===== src/sukt_pkg.sv =====
package sukt_pkg;

   // Defaults for the top-level parameters
   localparam int CAPACITY_DEF = 64;
   localparam int KEY_BITS_DEF = 16;

   // Field widths of the request and response items
   localparam int ACTION_W    = 3;
   localparam int KEY_FIELD_W = 16;
   localparam int AGE_W       = 7;
   localparam int STATUS_W    = 3;
   localparam int ENT_W       = 7;
   localparam int REQ_DATA_W  = 24;
   localparam int RSP_DATA_W  = 32;
   localparam int RSP_PAD_W   = RSP_DATA_W - KEY_FIELD_W - AGE_W - ENT_W;

   // Request action codes
   localparam logic [ACTION_W-1:0] ACT_INSERT = 3'd0;
   localparam logic [ACTION_W-1:0] ACT_DELETE = 3'd1;
   localparam logic [ACTION_W-1:0] ACT_SEARCH = 3'd2;
   localparam logic [ACTION_W-1:0] ACT_LIST   = 3'd3;
   localparam logic [ACTION_W-1:0] ACT_DRAIN  = 3'd4;

   // Response status codes
   typedef enum logic [STATUS_W-1:0] {
      STAT_OK       = 3'd0,
      STAT_DUP      = 3'd1,
      STAT_NOTFOUND = 3'd2,
      STAT_FULL     = 3'd3,
      STAT_EMPTY    = 3'd4
   } sukt_status_type;

   typedef enum logic [2:0] {
      ST_IDLE,
      ST_SCAN,
      ST_UP_PRIME,
      ST_UP_MOVE,
      ST_DN_MOVE,
      ST_LIST,
      ST_RESP
   } sukt_state_type;

   // Table read address source
   typedef enum logic [2:0] {
      RD_ZERO,
      RD_IDX,
      RD_INC1,
      RD_INC2,
      RD_DEC1,
      RD_DEC2
   } sukt_rd_sel_type;

   typedef enum logic [2:0] {
      IDX_HOLD,
      IDX_ZERO,
      IDX_FILL,
      IDX_INC,
      IDX_DEC
   } sukt_idx_op_type;

   typedef enum logic {
      WR_SHIFT,
      WR_NEW
   } sukt_wr_sel_type;

   typedef enum logic [1:0] {
      FILL_HOLD,
      FILL_INC,
      FILL_DEC,
      FILL_CLEAR
   } sukt_fill_op_type;

   typedef enum logic [1:0] {
      AGE_ZERO,
      AGE_INPUT,
      AGE_STORED
   } sukt_age_sel_type;

   typedef enum logic {
      OUT_RESULT,
      OUT_RECORD
   } sukt_out_sel_type;

   // Controller to datapath
   typedef struct packed {
      logic             take;
      logic             key_clear;
      sukt_rd_sel_type  rd_sel;
      sukt_idx_op_type  idx_op;
      logic             pos_ld;
      logic             mem_we;
      sukt_wr_sel_type  wr_sel;
      sukt_fill_op_type fill_op;
      logic             res_ld;
      sukt_status_type  res_status;
      sukt_age_sel_type res_age_sel;
      logic             out_ld;
      sukt_out_sel_type out_sel;
      logic             rec_zero_ent;
   } sukt_cmd_type;

   // Datapath to controller
   typedef struct packed {
      logic scan_stop;
      logic scan_hit;
      logic full;
      logic empty;
      logic up_done;
      logic dn_more;
      logic rec_last;
      logic out_free;
   } sukt_stat_type;

endpackage


===== src/sukt_dpath.sv =====
module sukt_dpath #(
   parameter int CAPACITY = sukt_pkg::CAPACITY_DEF,
   parameter int KEY_BITS = sukt_pkg::KEY_BITS_DEF
) (
   input  logic                             clock,
   input  logic                             reset,
   input  sukt_pkg::sukt_cmd_type           cmd,
   output sukt_pkg::sukt_stat_type          stat,
   input  logic [sukt_pkg::KEY_FIELD_W-1:0] req_key,
   input  logic [sukt_pkg::AGE_W-1:0]       req_age,
   output logic                             rsp_tvalid,
   input  logic                             rsp_tready,
   output logic [sukt_pkg::RSP_DATA_W-1:0]  rsp_tdata,
   output logic                             rsp_tlast,
   output logic [sukt_pkg::STATUS_W-1:0]    rsp_tuser
);
   import sukt_pkg::*;

   localparam int ADDR_W = (CAPACITY > 1) ? $clog2(CAPACITY) : 1;
   localparam int CNT_W  = $clog2(CAPACITY + 1);

   // Record table
   logic [KEY_BITS-1:0] key_mem [CAPACITY];
   logic [AGE_W-1:0]    age_mem [CAPACITY];

   logic [KEY_BITS-1:0] rd_key_ff;
   logic [AGE_W-1:0]    rd_age_ff;
   logic [ADDR_W-1:0]   rd_addr;
   logic [ADDR_W-1:0]   wr_addr;
   logic [KEY_BITS-1:0] wr_key;
   logic [AGE_W-1:0]    wr_age;
   logic [CNT_W:0]      rd_sum;

   logic [CNT_W-1:0]    idx_ff, idx_in;
   logic [CNT_W-1:0]    pos_ff, pos_in;
   logic [CNT_W-1:0]    fill_ff, fill_in;
   logic [CNT_W:0]      idx_next;

   logic [KEY_BITS-1:0] key_ff, key_in;
   logic [AGE_W-1:0]    age_ff, age_in;
   logic [KEY_BITS+KEY_FIELD_W-1:0] key_ext;

   sukt_status_type     res_status_ff, res_status_in;
   logic [AGE_W-1:0]    res_age_ff, res_age_in;

   logic                        rsp_valid_ff, rsp_valid_in;
   logic [RSP_DATA_W-1:0]       rsp_data_ff, rsp_data_in;
   logic                        rsp_last_ff, rsp_last_in;
   logic [STATUS_W-1:0]         rsp_user_ff, rsp_user_in;
   logic [KEY_BITS+KEY_FIELD_W-1:0] out_key_ext;
   logic [CNT_W+ENT_W-1:0]      fill_ext;
   logic [KEY_FIELD_W-1:0]      out_key;
   logic [AGE_W-1:0]            out_age;
   logic [ENT_W-1:0]            out_ent;

   // Key from the request, cut or widened to KEY_BITS
   assign key_ext = {{KEY_BITS{1'b0}}, req_key};

   // Status toward the controller
   assign idx_next       = {1'b0, idx_ff} + (CNT_W+1)'(1);
   assign stat.scan_stop = (idx_ff >= fill_ff) || (rd_key_ff >= key_ff);
   assign stat.scan_hit  = (idx_ff < fill_ff) && (rd_key_ff == key_ff);
   assign stat.full      = (fill_ff == CNT_W'(CAPACITY));
   assign stat.empty     = (fill_ff == '0);
   assign stat.up_done   = (idx_ff == pos_ff);
   assign stat.dn_more   = (idx_next < {1'b0, fill_ff});
   assign stat.rec_last  = (idx_next == {1'b0, fill_ff});
   assign stat.out_free  = !rsp_valid_ff || rsp_tready;

   // Read address select
   always_comb begin
      case (cmd.rd_sel)
         RD_IDX:  rd_sum = {1'b0, idx_ff};
         RD_INC1: rd_sum = {1'b0, idx_ff} + (CNT_W+1)'(1);
         RD_INC2: rd_sum = {1'b0, idx_ff} + (CNT_W+1)'(2);
         RD_DEC1: rd_sum = {1'b0, idx_ff} - (CNT_W+1)'(1);
         RD_DEC2: rd_sum = {1'b0, idx_ff} - (CNT_W+1)'(2);
         default: rd_sum = '0;
      endcase
   end
   assign rd_addr = rd_sum[ADDR_W-1:0];
   assign wr_addr = idx_ff[ADDR_W-1:0];

   // Write data: moved neighbor or new record
   always_comb begin
      case (cmd.wr_sel)
         WR_NEW: begin
            wr_key = key_ff;
            wr_age = age_ff;
         end
         default: begin
            wr_key = rd_key_ff;
            wr_age = rd_age_ff;
         end
      endcase
   end

   // Table memories, registered read
   always_ff @(posedge clock) begin
      if (cmd.mem_we) begin
         key_mem[wr_addr] <= wr_key;
      end
      rd_key_ff <= key_mem[rd_addr];
   end

   always_ff @(posedge clock) begin
      if (cmd.mem_we) begin
         age_mem[wr_addr] <= wr_age;
      end
      rd_age_ff <= age_mem[rd_addr];
   end

   // Walk index, insert position and fill count
   always_comb begin
      case (cmd.idx_op)
         IDX_ZERO: idx_in = '0;
         IDX_FILL: idx_in = fill_ff;
         IDX_INC:  idx_in = idx_ff + CNT_W'(1);
         IDX_DEC:  idx_in = idx_ff - CNT_W'(1);
         default:  idx_in = idx_ff;
      endcase
      pos_in = cmd.pos_ld ? idx_ff : pos_ff;
      case (cmd.fill_op)
         FILL_INC:   fill_in = fill_ff + CNT_W'(1);
         FILL_DEC:   fill_in = fill_ff - CNT_W'(1);
         FILL_CLEAR: fill_in = '0;
         default:    fill_in = fill_ff;
      endcase
   end

   always_ff @(posedge clock) begin
      if (reset) begin
         idx_ff  <= '0;
         pos_ff  <= '0;
         fill_ff <= '0;
      end else begin
         idx_ff  <= idx_in;
         pos_ff  <= pos_in;
         fill_ff <= fill_in;
      end
   end

   // Request capture and single-result fields
   always_comb begin
      key_in = key_ff;
      age_in = age_ff;
      if (cmd.take) begin
         key_in = cmd.key_clear ? '0 : key_ext[KEY_BITS-1:0];
         age_in = req_age;
      end
      res_status_in = res_status_ff;
      res_age_in    = res_age_ff;
      if (cmd.res_ld) begin
         res_status_in = cmd.res_status;
         case (cmd.res_age_sel)
            AGE_INPUT:  res_age_in = age_ff;
            AGE_STORED: res_age_in = rd_age_ff;
            default:    res_age_in = '0;
         endcase
      end
   end

   always_ff @(posedge clock) begin
      key_ff        <= key_in;
      age_ff        <= age_in;
      res_status_ff <= res_status_in;
      res_age_ff    <= res_age_in;
   end

   // Response register
   assign fill_ext = {{ENT_W{1'b0}}, fill_ff};

   always_comb begin
      case (cmd.out_sel)
         OUT_RECORD: begin
            out_key_ext = {{KEY_FIELD_W{1'b0}}, rd_key_ff};
            out_age     = rd_age_ff;
            out_ent     = cmd.rec_zero_ent ? '0 : fill_ext[ENT_W-1:0];
            rsp_last_in = stat.rec_last;
            rsp_user_in = STAT_OK;
         end
         default: begin
            out_key_ext = {{KEY_FIELD_W{1'b0}}, key_ff};
            out_age     = res_age_ff;
            out_ent     = fill_ext[ENT_W-1:0];
            rsp_last_in = 1'b1;
            rsp_user_in = res_status_ff;
         end
      endcase
      out_key     = out_key_ext[KEY_FIELD_W-1:0];
      rsp_data_in = {{RSP_PAD_W{1'b0}}, out_ent, out_age, out_key};
      if (cmd.out_ld) begin
         rsp_valid_in = 1'b1;
      end else begin
         rsp_valid_in = rsp_valid_ff && !rsp_tready;
      end
   end

   always_ff @(posedge clock) begin
      if (reset) begin
         rsp_valid_ff <= 1'b0;
      end else begin
         rsp_valid_ff <= rsp_valid_in;
      end
   end

   always_ff @(posedge clock) begin
      if (cmd.out_ld) begin
         rsp_data_ff <= rsp_data_in;
         rsp_last_ff <= rsp_last_in;
         rsp_user_ff <= rsp_user_in;
      end
   end

   assign rsp_tvalid = rsp_valid_ff;
   assign rsp_tdata  = rsp_data_ff;
   assign rsp_tlast  = rsp_last_ff;
   assign rsp_tuser  = rsp_user_ff;

   // A pending response is never overwritten
   a_out_free: assert property (@(posedge clock) disable iff (reset)
      cmd.out_ld |-> stat.out_free)
      else $error("response loaded over a pending one");

   // Table writes stay inside the table
   a_wr_range: assert property (@(posedge clock) disable iff (reset)
      cmd.mem_we |-> (idx_ff < CNT_W'(CAPACITY)))
      else $error("table write out of range");

   // No insert into a full table
   a_fill_inc: assert property (@(posedge clock) disable iff (reset)
      (cmd.fill_op == FILL_INC) |-> !stat.full)
      else $error("fill count overflow");

   // No removal from an empty table
   a_fill_dec: assert property (@(posedge clock) disable iff (reset)
      (cmd.fill_op == FILL_DEC) |-> !stat.empty)
      else $error("fill count underflow");

endmodule


===== src/sukt_ctrl.sv =====
module sukt_ctrl (
   input  logic                          clock,
   input  logic                          reset,
   input  logic                          req_tvalid,
   output logic                          req_tready,
   input  logic [sukt_pkg::ACTION_W-1:0] req_action,
   input  sukt_pkg::sukt_stat_type       stat,
   output sukt_pkg::sukt_cmd_type        cmd
);
   import sukt_pkg::*;

   sukt_state_type        state_ff, state_in;
   logic [ACTION_W-1:0]   op_ff, op_in;
   logic                  accept;

   assign req_tready = (state_ff == ST_IDLE);
   assign accept     = req_tvalid && req_tready;
   assign op_in      = accept ? req_action : op_ff;

   always_ff @(posedge clock) begin
      if (reset) begin
         state_ff <= ST_IDLE;
         op_ff    <= ACT_INSERT;
      end else begin
         state_ff <= state_in;
         op_ff    <= op_in;
      end
   end

   // Next state
   always_comb begin
      state_in = state_ff;
      unique case (state_ff)
         ST_IDLE: begin
            if (accept) begin
               case (req_action) inside
                  ACT_INSERT: state_in = ST_SCAN;
                  ACT_DELETE, ACT_SEARCH: state_in = stat.empty ? ST_RESP : ST_SCAN;
                  ACT_LIST, ACT_DRAIN: state_in = stat.empty ? ST_RESP : ST_LIST;
                  default: state_in = ST_IDLE;
               endcase
            end
         end
         ST_SCAN: begin
            if (stat.scan_stop) begin
               if (op_ff == ACT_INSERT) begin
                  if (stat.scan_hit || stat.full) begin
                     state_in = ST_RESP;
                  end else begin
                     state_in = ST_UP_PRIME;
                  end
               end else if (op_ff == ACT_DELETE && stat.scan_hit) begin
                  state_in = ST_DN_MOVE;
               end else begin
                  state_in = ST_RESP;
               end
            end
         end
         ST_UP_PRIME: state_in = ST_UP_MOVE;
         ST_UP_MOVE: begin
            if (stat.up_done) begin
               state_in = ST_RESP;
            end
         end
         ST_DN_MOVE: begin
            if (!stat.dn_more) begin
               state_in = ST_RESP;
            end
         end
         ST_LIST: begin
            if (stat.out_free && stat.rec_last) begin
               state_in = ST_IDLE;
            end
         end
         ST_RESP: begin
            if (stat.out_free) begin
               state_in = ST_IDLE;
            end
         end
         default: state_in = ST_IDLE;
      endcase
   end

   // Datapath commands
   always_comb begin
      cmd = '0;
      unique case (state_ff)
         ST_IDLE: begin
            cmd.rd_sel = RD_ZERO;
            cmd.idx_op = IDX_ZERO;
            if (accept) begin
               cmd.take = 1'b1;
               case (req_action) inside
                  ACT_DELETE, ACT_SEARCH: begin
                     cmd.res_ld      = stat.empty;
                     cmd.res_status  = STAT_EMPTY;
                     cmd.res_age_sel = AGE_ZERO;
                  end
                  ACT_LIST, ACT_DRAIN: begin
                     cmd.key_clear   = 1'b1;
                     cmd.res_ld      = stat.empty;
                     cmd.res_status  = STAT_EMPTY;
                     cmd.res_age_sel = AGE_ZERO;
                  end
                  default: cmd.res_ld = 1'b0;
               endcase
            end
         end
         ST_SCAN: begin
            cmd.rd_sel = RD_INC1;
            if (!stat.scan_stop) begin
               cmd.idx_op = IDX_INC;
            end else begin
               cmd.pos_ld = 1'b1;
               cmd.res_ld = 1'b1;
               if (op_ff == ACT_INSERT) begin
                  if (stat.scan_hit) begin
                     cmd.res_status  = STAT_DUP;
                     cmd.res_age_sel = AGE_STORED;
                  end else begin
                     cmd.res_status  = STAT_FULL;
                     cmd.res_age_sel = AGE_INPUT;
                     cmd.idx_op      = IDX_FILL;
                  end
               end else if (stat.scan_hit) begin
                  cmd.res_status  = STAT_OK;
                  cmd.res_age_sel = AGE_STORED;
               end else begin
                  cmd.res_status  = STAT_NOTFOUND;
                  cmd.res_age_sel = AGE_ZERO;
               end
            end
         end
         ST_UP_PRIME: begin
            cmd.rd_sel = RD_DEC1;
         end
         ST_UP_MOVE: begin
            cmd.mem_we = 1'b1;
            if (!stat.up_done) begin
               cmd.wr_sel = WR_SHIFT;
               cmd.rd_sel = RD_DEC2;
               cmd.idx_op = IDX_DEC;
            end else begin
               cmd.wr_sel      = WR_NEW;
               cmd.fill_op     = FILL_INC;
               cmd.res_ld      = 1'b1;
               cmd.res_status  = STAT_OK;
               cmd.res_age_sel = AGE_INPUT;
            end
         end
         ST_DN_MOVE: begin
            if (stat.dn_more) begin
               cmd.mem_we = 1'b1;
               cmd.wr_sel = WR_SHIFT;
               cmd.rd_sel = RD_INC2;
               cmd.idx_op = IDX_INC;
            end else begin
               cmd.fill_op = FILL_DEC;
            end
         end
         ST_LIST: begin
            cmd.rd_sel       = RD_IDX;
            cmd.out_sel      = OUT_RECORD;
            cmd.rec_zero_ent = (op_ff == ACT_DRAIN);
            if (stat.out_free) begin
               cmd.out_ld = 1'b1;
               cmd.rd_sel = RD_INC1;
               cmd.idx_op = IDX_INC;
               if (stat.rec_last && op_ff == ACT_DRAIN) begin
                  cmd.fill_op = FILL_CLEAR;
               end
            end
         end
         ST_RESP: begin
            cmd.out_sel = OUT_RESULT;
            cmd.out_ld  = stat.out_free;
         end
         default: cmd.out_ld = 1'b0;
      endcase
   end

endmodule


===== src/sorted_unique_key_table.sv =====
// Channel | Dir | Ports                        | Contents
// req     | in  | req_tvalid/tready/tdata/tuser | one request: action, key, age
// rsp     | out | rsp_tvalid/tready/tdata/tlast/tuser | one or more responses
//
// Insert and delete scan upward to the first entry not below the key, then,
// if they change the table, shift one entry per cycle. Search scans alike.
// List and drain give one record per cycle while rsp_tready is high.
// Reset is synchronous and empties the table by clearing the fill count only.
// A low rsp_tready holds the response register and pauses a listing; the
// next request is taken while the last response still waits.
module sorted_unique_key_table #(
   parameter int CAPACITY = sukt_pkg::CAPACITY_DEF,
   parameter int KEY_BITS = sukt_pkg::KEY_BITS_DEF
) (
   input  logic                            clock,
   input  logic                            reset,
   input  logic                            req_tvalid,
   output logic                            req_tready,
   // [15:0] key, [22:16] age, [23] zero
   input  logic [sukt_pkg::REQ_DATA_W-1:0] req_tdata,
   // [2:0] action
   input  logic [sukt_pkg::ACTION_W-1:0]   req_tuser,
   output logic                            rsp_tvalid,
   input  logic                            rsp_tready,
   // [15:0] found_key, [22:16] found_age, [29:23] entries, [31:30] zero
   output logic [sukt_pkg::RSP_DATA_W-1:0] rsp_tdata,
   output logic                            rsp_tlast,
   // [2:0] status
   output logic [sukt_pkg::STATUS_W-1:0]   rsp_tuser
);
   import sukt_pkg::*;

   sukt_cmd_type  cmd;
   sukt_stat_type stat;

   sukt_ctrl u_ctrl (
      .clock      (clock),
      .reset      (reset),
      .req_tvalid (req_tvalid),
      .req_tready (req_tready),
      .req_action (req_tuser),
      .stat       (stat),
      .cmd        (cmd)
   );

   sukt_dpath #(
      .CAPACITY (CAPACITY),
      .KEY_BITS (KEY_BITS)
   ) u_dpath (
      .clock      (clock),
      .reset      (reset),
      .cmd        (cmd),
      .stat       (stat),
      .req_key    (req_tdata[KEY_FIELD_W-1:0]),
      .req_age    (req_tdata[KEY_FIELD_W+AGE_W-1:KEY_FIELD_W]),
      .rsp_tvalid (rsp_tvalid),
      .rsp_tready (rsp_tready),
      .rsp_tdata  (rsp_tdata),
      .rsp_tlast  (rsp_tlast),
      .rsp_tuser  (rsp_tuser)
   );

endmodule


===== config.mk =====
export PLATFORM = sky130hd
export DESIGN_NAME = sorted_unique_key_table
export DESIGN_NICKNAME = d
export VERILOG_FILES = /design/src/sukt_pkg.sv /design/src/sukt_dpath.sv /design/src/sukt_ctrl.sv /design/src/sorted_unique_key_table.sv
export SDC_FILE = /design/constraint.sdc
export NUM_CORES = 2
export LEC_CHECK = 0
export BUFFER_PORTS_ARGS = -buffer_cell sky130_fd_sc_hd__buf_2
export CORE_MARGIN = 4
export CORE_UTILIZATION = 65
export CTS_CLUSTER_SIZE = 28
export DETAILED_ROUTE_END_ITERATION = 7
export PLACE_DENSITY_LB_ADDON = 0.25
export SETUP_SLACK_MARGIN = 0.1
export SYNTH_ARGS = -nofsm -noshare
export SYNTH_HDL_FRONTEND = slang
export SYNTH_HIERARCHICAL = 1
export SYNTH_SLANG_ARGS = --single-unit

===== constraint.sdc =====
create_clock -name clock -period 14.2 [get_ports clock]
set_clock_uncertainty 0.15 [all_clocks]
set_input_delay 2.13 -clock clock [delete_from_list [all_inputs] [get_ports clock]]
set_output_delay 2.13 -clock clock [all_outputs]
set_load 0.01 [all_outputs]

### After elaboration in Yosys (flattened, before gate mapping)

Memory sizes are Yosys's and may differ from the RTL's. A register that Yosys moved wholly into a read port is not among the register bits.
Cells that the tools add are included.

* register bits after elaboration: 95
* memories: 2
* RAM bits: 1472
* word-level logic and storage cells: 147

Memories
* u_dpath.key_mem: depth 64, width 16, read ports 1, clocked after Yosys merged registers in 1, write ports 1, line sukt_dpath.sv:23 `logic [KEY_BITS-1:0] key_mem [CAPACITY];`
* u_dpath.age_mem: depth 64, width 7, read ports 1, clocked after Yosys merged registers in 1, write ports 1, line sukt_dpath.sv:24 `logic [AGE_W-1:0] age_mem [CAPACITY];`

* add/sub/neg operators: 8
* equal/unequal tests: 36
* reduce and logical (&&, ||, !) cells: 20
* magnitude comparators: 4
* muxes and demuxes: 64

Operators with widths (number)
* $mux 3: 14
* $mux 7: 5
* $mux 16: 2
* $pmux 3 s5: 2
* $pmux 6 s5: 1
* $pmux 7 s4: 1
* $eq 3x2->1 const B: 8
* $eq 3x3->1 const B: 8
* $pmux 3 s7: 1
* $pmux 7 s3: 1
* $mux 5: 4
* $mux 2: 9
* $mux 6: 3
* $pmux 6 s3: 1
* $eq 16x16->1: 1
* $ge 16x16->1: 1
* $eq 3x1->1 const B: 5
* $add 7x1->7 const B: 2
* $pmux 7 s2: 1
* $sub 7x1->7 const B: 2
* $mux 1: 13
* $mux 4: 3
* $logic_not 3->1: 3
* $add 7x1->8 const B: 1
* other kinds (24): 40

### Depth between registers and ports, before layout

* depth in word-level cells: 8
* depth in mapped cells: 29

### By module

The synthesis kept the hierarchy.

Modules (own cells, without submodules)
* sukt_dpath: area each 63649.8 um^2, cells each 4133, sequential area each 47115.2 um^2, times used 1
* sukt_ctrl: area each 660.6 um^2, cells each 100, sequential area each 120.1 um^2, times used 1

### Least setup slack after synthesis

OpenSTA, ideal clock, no wires.

* path type: flip-flop to flip-flop
* start point: register u_dpath.idx_ff[3]
* end point: register u_dpath.idx_ff[6]
* slack: 8.156 ns
* data required time: 13.980 ns
* arrival: 5.824 ns
* buffers on the path: 4
* cell stages (with the launch flop): 27
* setup time: 0.070 ns
* period minus slack after synthesis: 6.044 ns
* cells stage by stage: dfxtp_1 > buf_2 > clkbuf_1 > clkbuf_1 > nand3_1 > nor2_1 > xor2_1 > ha_1 > nand3_1 > nor2_1 > a2111oi_0 > nor2b_1 > o21ai_0 > a21oi_1 > clkbuf_1 > nor2_1 > nand2_1 > inv_1 > fa_1 > a21o_1 > a21oi_1 > nor2b_1 > o21ai_0 > nand2b_1 > or3b_2 > a221o_1 > a21oi_1

RTL lines
* from (decl): line sukt_dpath.sv:34 `logic [CNT_W-1:0] idx_ff, idx_in;`
* from (signal assigned): line sukt_dpath.sv:137 `idx_ff <= idx_in;`

==> results.env <==
ARRIVAL_NS=9.40
AREA_GROWTH_SYN_TO_LAYOUT_PCT=10.7
HP-CLASS='flip-flop to flip-flop'
PLACE.PORT_BUFFERS=65
ROW_COUNT=115
FINALWORSTSETUPSLACK_NS=5.23
CTS_MAX_LEVEL=4
DETAIL_ROUTE.FIRST_PASS.ITERATIONS=8
ANTENNA_CELLS_INSERTED=0
CRIT_FAMILY='compound AO/OA/AOI/OAI gates'
CLK_TRANSITION_REPORTED_PATHS_NS=0.06
R2R.WORST_PATH.CELLS=27
SYNTH-EDFF-COUNT=1539
CLK-INSERTION-DELAY-LATE_NS=0.78
VIA_PER_INST=6.66
CTSRESIZECOUNT=0
POSTSYNTH.TOPFLOPCELL='sky130_fd_sc_hd__edfxtp_1'
DP_HPWL_UM=86700
CRIT_PATH_START_KIND='flip-flop'
FLOORPLAN_CORE_AREA_UM2=98300
REPORT.FINAL.HOLD_VIOL_COUNT=0
TIMING.HOLD.WORST_PATH_DEPTH=2
CTS.SINK_COUNT=1590
SYNTHARSTFLOPSHARE_PCT=0
CORE_OCCUPANCY_IN_THE_FINISHED_LAYOUT_PCT=72.4
SYNTH.FF_LATCH_COUNT=1590
DRT-WIRELENGTH-PER-CELL_UM=27.7
CLOCK_TREE.ROOT_CELL='sky130_fd_sc_hd__clkbuf_16'
CRITPATHCAPTURETYPE='flip-flop'
SETUP_SLACK_OF_THE_WORST_REGISTER_TO_REGISTER_PATH_NS=5.23
DIE_H_UM=323
FINALWEIGHTEDCONGESTION=0.883
HOLDBUFCOUNTCTS=0
GR-USAGE-ALL-LAYERS_PCT=30.8
FINISH.NET_COUNT=4391
REG2REG_FROM='u_dpath/idx_ff[1]$_SDFFE_PP0P_'
TRITONCTS='built'
MAX-CLOCK-PATH-BUFFERS=3
WIRE_LENGTH_OF_THE_FIRST_GLOBAL_ROUTING_PASS_UM=235000
POWER.DENSITY_CELL_AREA_nW_PER_UM2=249
POSTCTSSETUPREPAIRBUFS=0
HP-START='u_ctrl/op_ff[2]$_SDFFE_PP0N_'
CP-STARTPOINT='u_dpath/idx_ff[1]$_SDFFE_PP0P_'
WORST-PATH-MAX-FANOUT=99
ANTENNA_VIOLATIONS_BEFORE_REPAIR=5
TIMING.MAX_SLEW.REL_SLACK_PCT=10.4
TIMING.FINAL.SETUP_VIOLATIONS=0
YOSYSWARNINGS=6
NUMCTSBUFFERS=153
DIE_WIDTH_UM=323
TOP_LEVEL_PORTS=69
WORST_PATH_MAX_DELAY_CELL='sky130_fd_sc_hd__dfxtp_1'
IR_DROP_mV=0.379
GLOBALROUTE.TOTALOVERFLOW=0
MAX_CLOCK_FREQ_MHz=112
DESIGN.DIE.AREA_UM2=104000
SYNTH.CELL_AREA_UM2=64300
POSTROUTEWIRELENGTH_UM=159000
MAX_STAGE_DELAY_NS=0.98
YOSYS.CELL_TYPES.COUNT=86
RSZ0062_AT_GRT='false'
PRE_CTS_SLACK_NS=5.53
MAXIMUM_NUMBER_OF_PINS_ON_ONE_NET_BEFORE_GLOBAL_ROUTE_REPAIR=166
DRT_FIRST_ITER_VIOLATIONS=6110
WORST-SETUP-PATH-TYPE='flip-flop to flip-flop'
ANTENNA_VIOLATING_NETS_POST_ROUTE=0
RUN_STATUS='finished, final reports clean'
INITIAL_UTILIZATION_PCT=65.4
TIMING.SETUP.TNS_NS=0
CRITPATHREQUIREDTIME_NS=14.63
VIA_COUNT=38100
WORST_R2R_ENDPOINT='u_dpath/rd_key_ff[3]$_DFF_P_'
CAP_VIOL_MAX_COUNT=0
GRT_PASS1_VIAS=36700
REPORT.FINAL.SLEW_VIOL_COUNT=0
FINALCRITPERIODSHARE_PCT=63.1
STATIC-LEAKAGE-POWER_nW=23.6
DRC=0
CRITPATHBUFINV=5
FINAL_MIN_PERIOD_NS=8.97
SYNTH_SEQUENTIAL_AREA_RATIO_PCT=73.4
SLEW_AT_THE_PIN_WITH_THE_WORST_MAX_SLEW_SLACK_NS=1.34
MIN_DELAY_WORST_ENDPOINT='u_ctrl/op_ff[2]$_SDFFE_PP0N_'
LAYOUT-DRIVE-GT1-SHARE_PCT=15.1
NETLIST_INSTANCES=4233
SYN_AREA_PER_CELL_UM2=15.2
-- cell families after synthesis --
| group | Yosys count | share of synthesized area (%) |
|---|---|---|
| compound gates | 477 | 5.60 |
| xor+xnor | 25 | 0.340 |
| fa+ha+maj | 47 | 0.938 |
| buf+inv | 310 | 2.35 |
| flops | 1590 | 73.4 |
| mux | 342 | 7.19 |
| other cells | 1 | 0.00583 |
| simple gates | 1441 | 10.1 |
-- report_power, final --
part | internal [mW] | switching (mW) | leakage [nW]
Clock | 2.30 | 1.74 | 2.44
Sequential | 6.05 | 0.112 | 14.2
Combinational | 2.24 | 5.30 | 6.96
-- placed cells by master (no fill, tap or decap), types with 11 or more instances in the layout --
master / instances
sky130_fd_sc_hd__clkinv_1: 32
sky130_fd_sc_hd__clkbuf_16: 157
sky130_fd_sc_hd__bufinv_16: 14
sky130_fd_sc_hd__xnor2_1: 13
sky130_fd_sc_hd__dfxtp_1: 51
sky130_fd_sc_hd__a22oi_1: 11
sky130_fd_sc_hd__a221oi_1: 43
sky130_fd_sc_hd__inv_1: 38
sky130_fd_sc_hd__mux4_2: 93
sky130_fd_sc_hd__nor2b_1: 33
sky130_fd_sc_hd__nor2_1: 62
sky130_fd_sc_hd__o21ai_0: 43
sky130_fd_sc_hd__xor2_1: 12
sky130_fd_sc_hd__clkbuf_1: 28
sky130_fd_sc_hd__a22o_1: 23
sky130_fd_sc_hd__buf_4: 125
sky130_fd_sc_hd__nand3_1: 322
sky130_fd_sc_hd__nor2_4: 12
sky130_fd_sc_hd__a31oi_1: 68
sky130_fd_sc_hd__mux2i_1: 217
sky130_fd_sc_hd__o32ai_1: 22
sky130_fd_sc_hd__o22ai_1: 50
sky130_fd_sc_hd__nor4_2: 22
sky130_fd_sc_hd__edfxtp_1: 1539
sky130_fd_sc_hd__mux2_2: 32
sky130_fd_sc_hd__a311o_1: 23
sky130_fd_sc_hd__nand4_1: 12
sky130_fd_sc_hd__o221ai_1: 22
sky130_fd_sc_hd__ha_1: 45
sky130_fd_sc_hd__nor2_2: 55
sky130_fd_sc_hd__buf_2: 65
sky130_fd_sc_hd__a21oi_1: 37
sky130_fd_sc_hd__and3_1: 71
sky130_fd_sc_hd__a311oi_1: 46
sky130_fd_sc_hd__nand2_1: 791
sky130_fd_sc_hd__clkinv_2: 34
sky130_fd_sc_hd__o21ai_1: 14
-- stage by stage --
| step | power [mW] | instance area [um2] | instances | hold slack, ns |
|---|---|---|---|---|
| CTS | 17.7 | 71200 | 5729 | 0.354 |
| global placement | 13.4 | 66200 | 5445 | 0.334 |
| floorplan | 11.1 | 64300 | 4234 | 0.302 |
| finish | 17.8 | 71200 | 5729 | 0.351 |
| global route | 18.4 | 71200 | 5729 | 0.392 |
| detailed placement | 13.6 | 66200 | 5445 | 0.346 |
-- area by class of cell --
cell class	count	area [um2]
inverters	40	150
flip-flops and latches	1590	47200
clock inverters	99	952
clock buffers	185	4030
repair buffers	194	1340
multi-input cells	2334	15900
well taps	1287	1610
fillers	5772	27100
-- sequential cells by signal (all words and copies together) (netlist names) --
name and count:
u_dpath/res_age_ff 7, u_dpath/key_ff 16, u_dpath/res_status_ff 3, u_dpath/rsp_tlast 1
u_dpath/age_ff 7, u_dpath/rd_key_ff 16, u_dpath/rd_age_ff 7, u_dpath/key_mem 1024
u_dpath/rsp_tdata 30, u_ctrl/op_ff 3, u_dpath/pos_ff 7, u_dpath/rsp_tuser 3
u_dpath/age_mem 448, u_dpath/idx_ff 7, u_ctrl/state_ff 3, u_dpath/rsp_tvalid 1
u_dpath/fill_ff 7
-- worst reg2reg max path, cell delays in order (launching register included) --
cell	delay, ns
sky130_fd_sc_hd__dfxtp_1	0.98
sky130_fd_sc_hd__inv_1	0.30
sky130_fd_sc_hd__ha_1	0.43
sky130_fd_sc_hd__ha_1	0.32
sky130_fd_sc_hd__nor2b_1	0.14
sky130_fd_sc_hd__o21ai_0	0.15
sky130_fd_sc_hd__nand2b_1	0.08
sky130_fd_sc_hd__a21oi_1	0.15
sky130_fd_sc_hd__nor2_1	0.05
sky130_fd_sc_hd__a2111oi_0	0.55
sky130_fd_sc_hd__buf_4	0.24
sky130_fd_sc_hd__nor2b_1	0.17
sky130_fd_sc_hd__nand2_1	0.07
sky130_fd_sc_hd__a21oi_1	0.19
sky130_fd_sc_hd__buf_4	0.28
sky130_fd_sc_hd__nor2b_4	0.11
sky130_fd_sc_hd__nand2_1	0.09
sky130_fd_sc_hd__xnor2_1	0.06
sky130_fd_sc_hd__ha_1	0.31
sky130_fd_sc_hd__nand3_1	0.08
sky130_fd_sc_hd__a31oi_1	0.39
sky130_fd_sc_hd__a211o_4	0.55
sky130_fd_sc_hd__buf_4	0.78
sky130_fd_sc_hd__buf_12	0.52
sky130_fd_sc_hd__mux2i_1	0.49
sky130_fd_sc_hd__o22ai_1	0.11
sky130_fd_sc_hd__o32ai_1	0.86
sky130_fd_sc_hd__nor4_2	0.20
-- worst max-delay path by stage --
| stage | cells past startpoint | slack, ns | to |
|---|---|---|---|
| final | 27 | 5.23 | u_dpath/rd_key_ff[3]$_DFF_P_ |
| after global placement | 28 | 5.66 | u_dpath/rd_key_ff[7]$_DFF_P_ |
| after floorplan | 26 | 8.16 | u_dpath/idx_ff[6]$_SDFFE_PP0P_ |
| after detailed placement | 28 | 5.53 | u_dpath/rd_key_ff[11]$_DFF_P_ |
| after CTS | 28 | 5.46 | u_dpath/rd_key_ff[11]$_DFF_P_ |
| after global routing | 28 | 4.83 | u_dpath/rd_key_ff[11]$_DFF_P_ |
-- cells in the mapped netlist, drive strengths merged (10+ instances only) --
cell type	n	area, um2
ha	45	563
inv	40	150
xnor2	13	114
nand2	794	2980
nand2b	10	62.6
nand4	12	75.1
and3	71	444
nand3	322	1610
buf	170	985
nor2	129	484
mux4	93	2090
a21oi	40	211
edfxtp	1539	46200
o21ai	58	290
dfxtp	51	1020
nor4	28	313
nor3	13	75.1
o22ai	50	313
o221ai	22	193
a311o	23	230
a311oi	46	403
xor2	12	105
o32ai	22	193
a21o	10	75.1
a221oi	48	452
a22oi	11	82.6
mux2	32	360
a31oi	68	425
mux2i	217	2170
a22o	24	211
nor2b	34	220
clkbuf	100	375
-- routing by layer --
metal	GRT usage, %	wire [um]
met1	43.7	58800
met2	48.0	75000
met3	5.88	18600
met4	12.4	6540
met5	0	13
(Power assumes the default switching activity.)
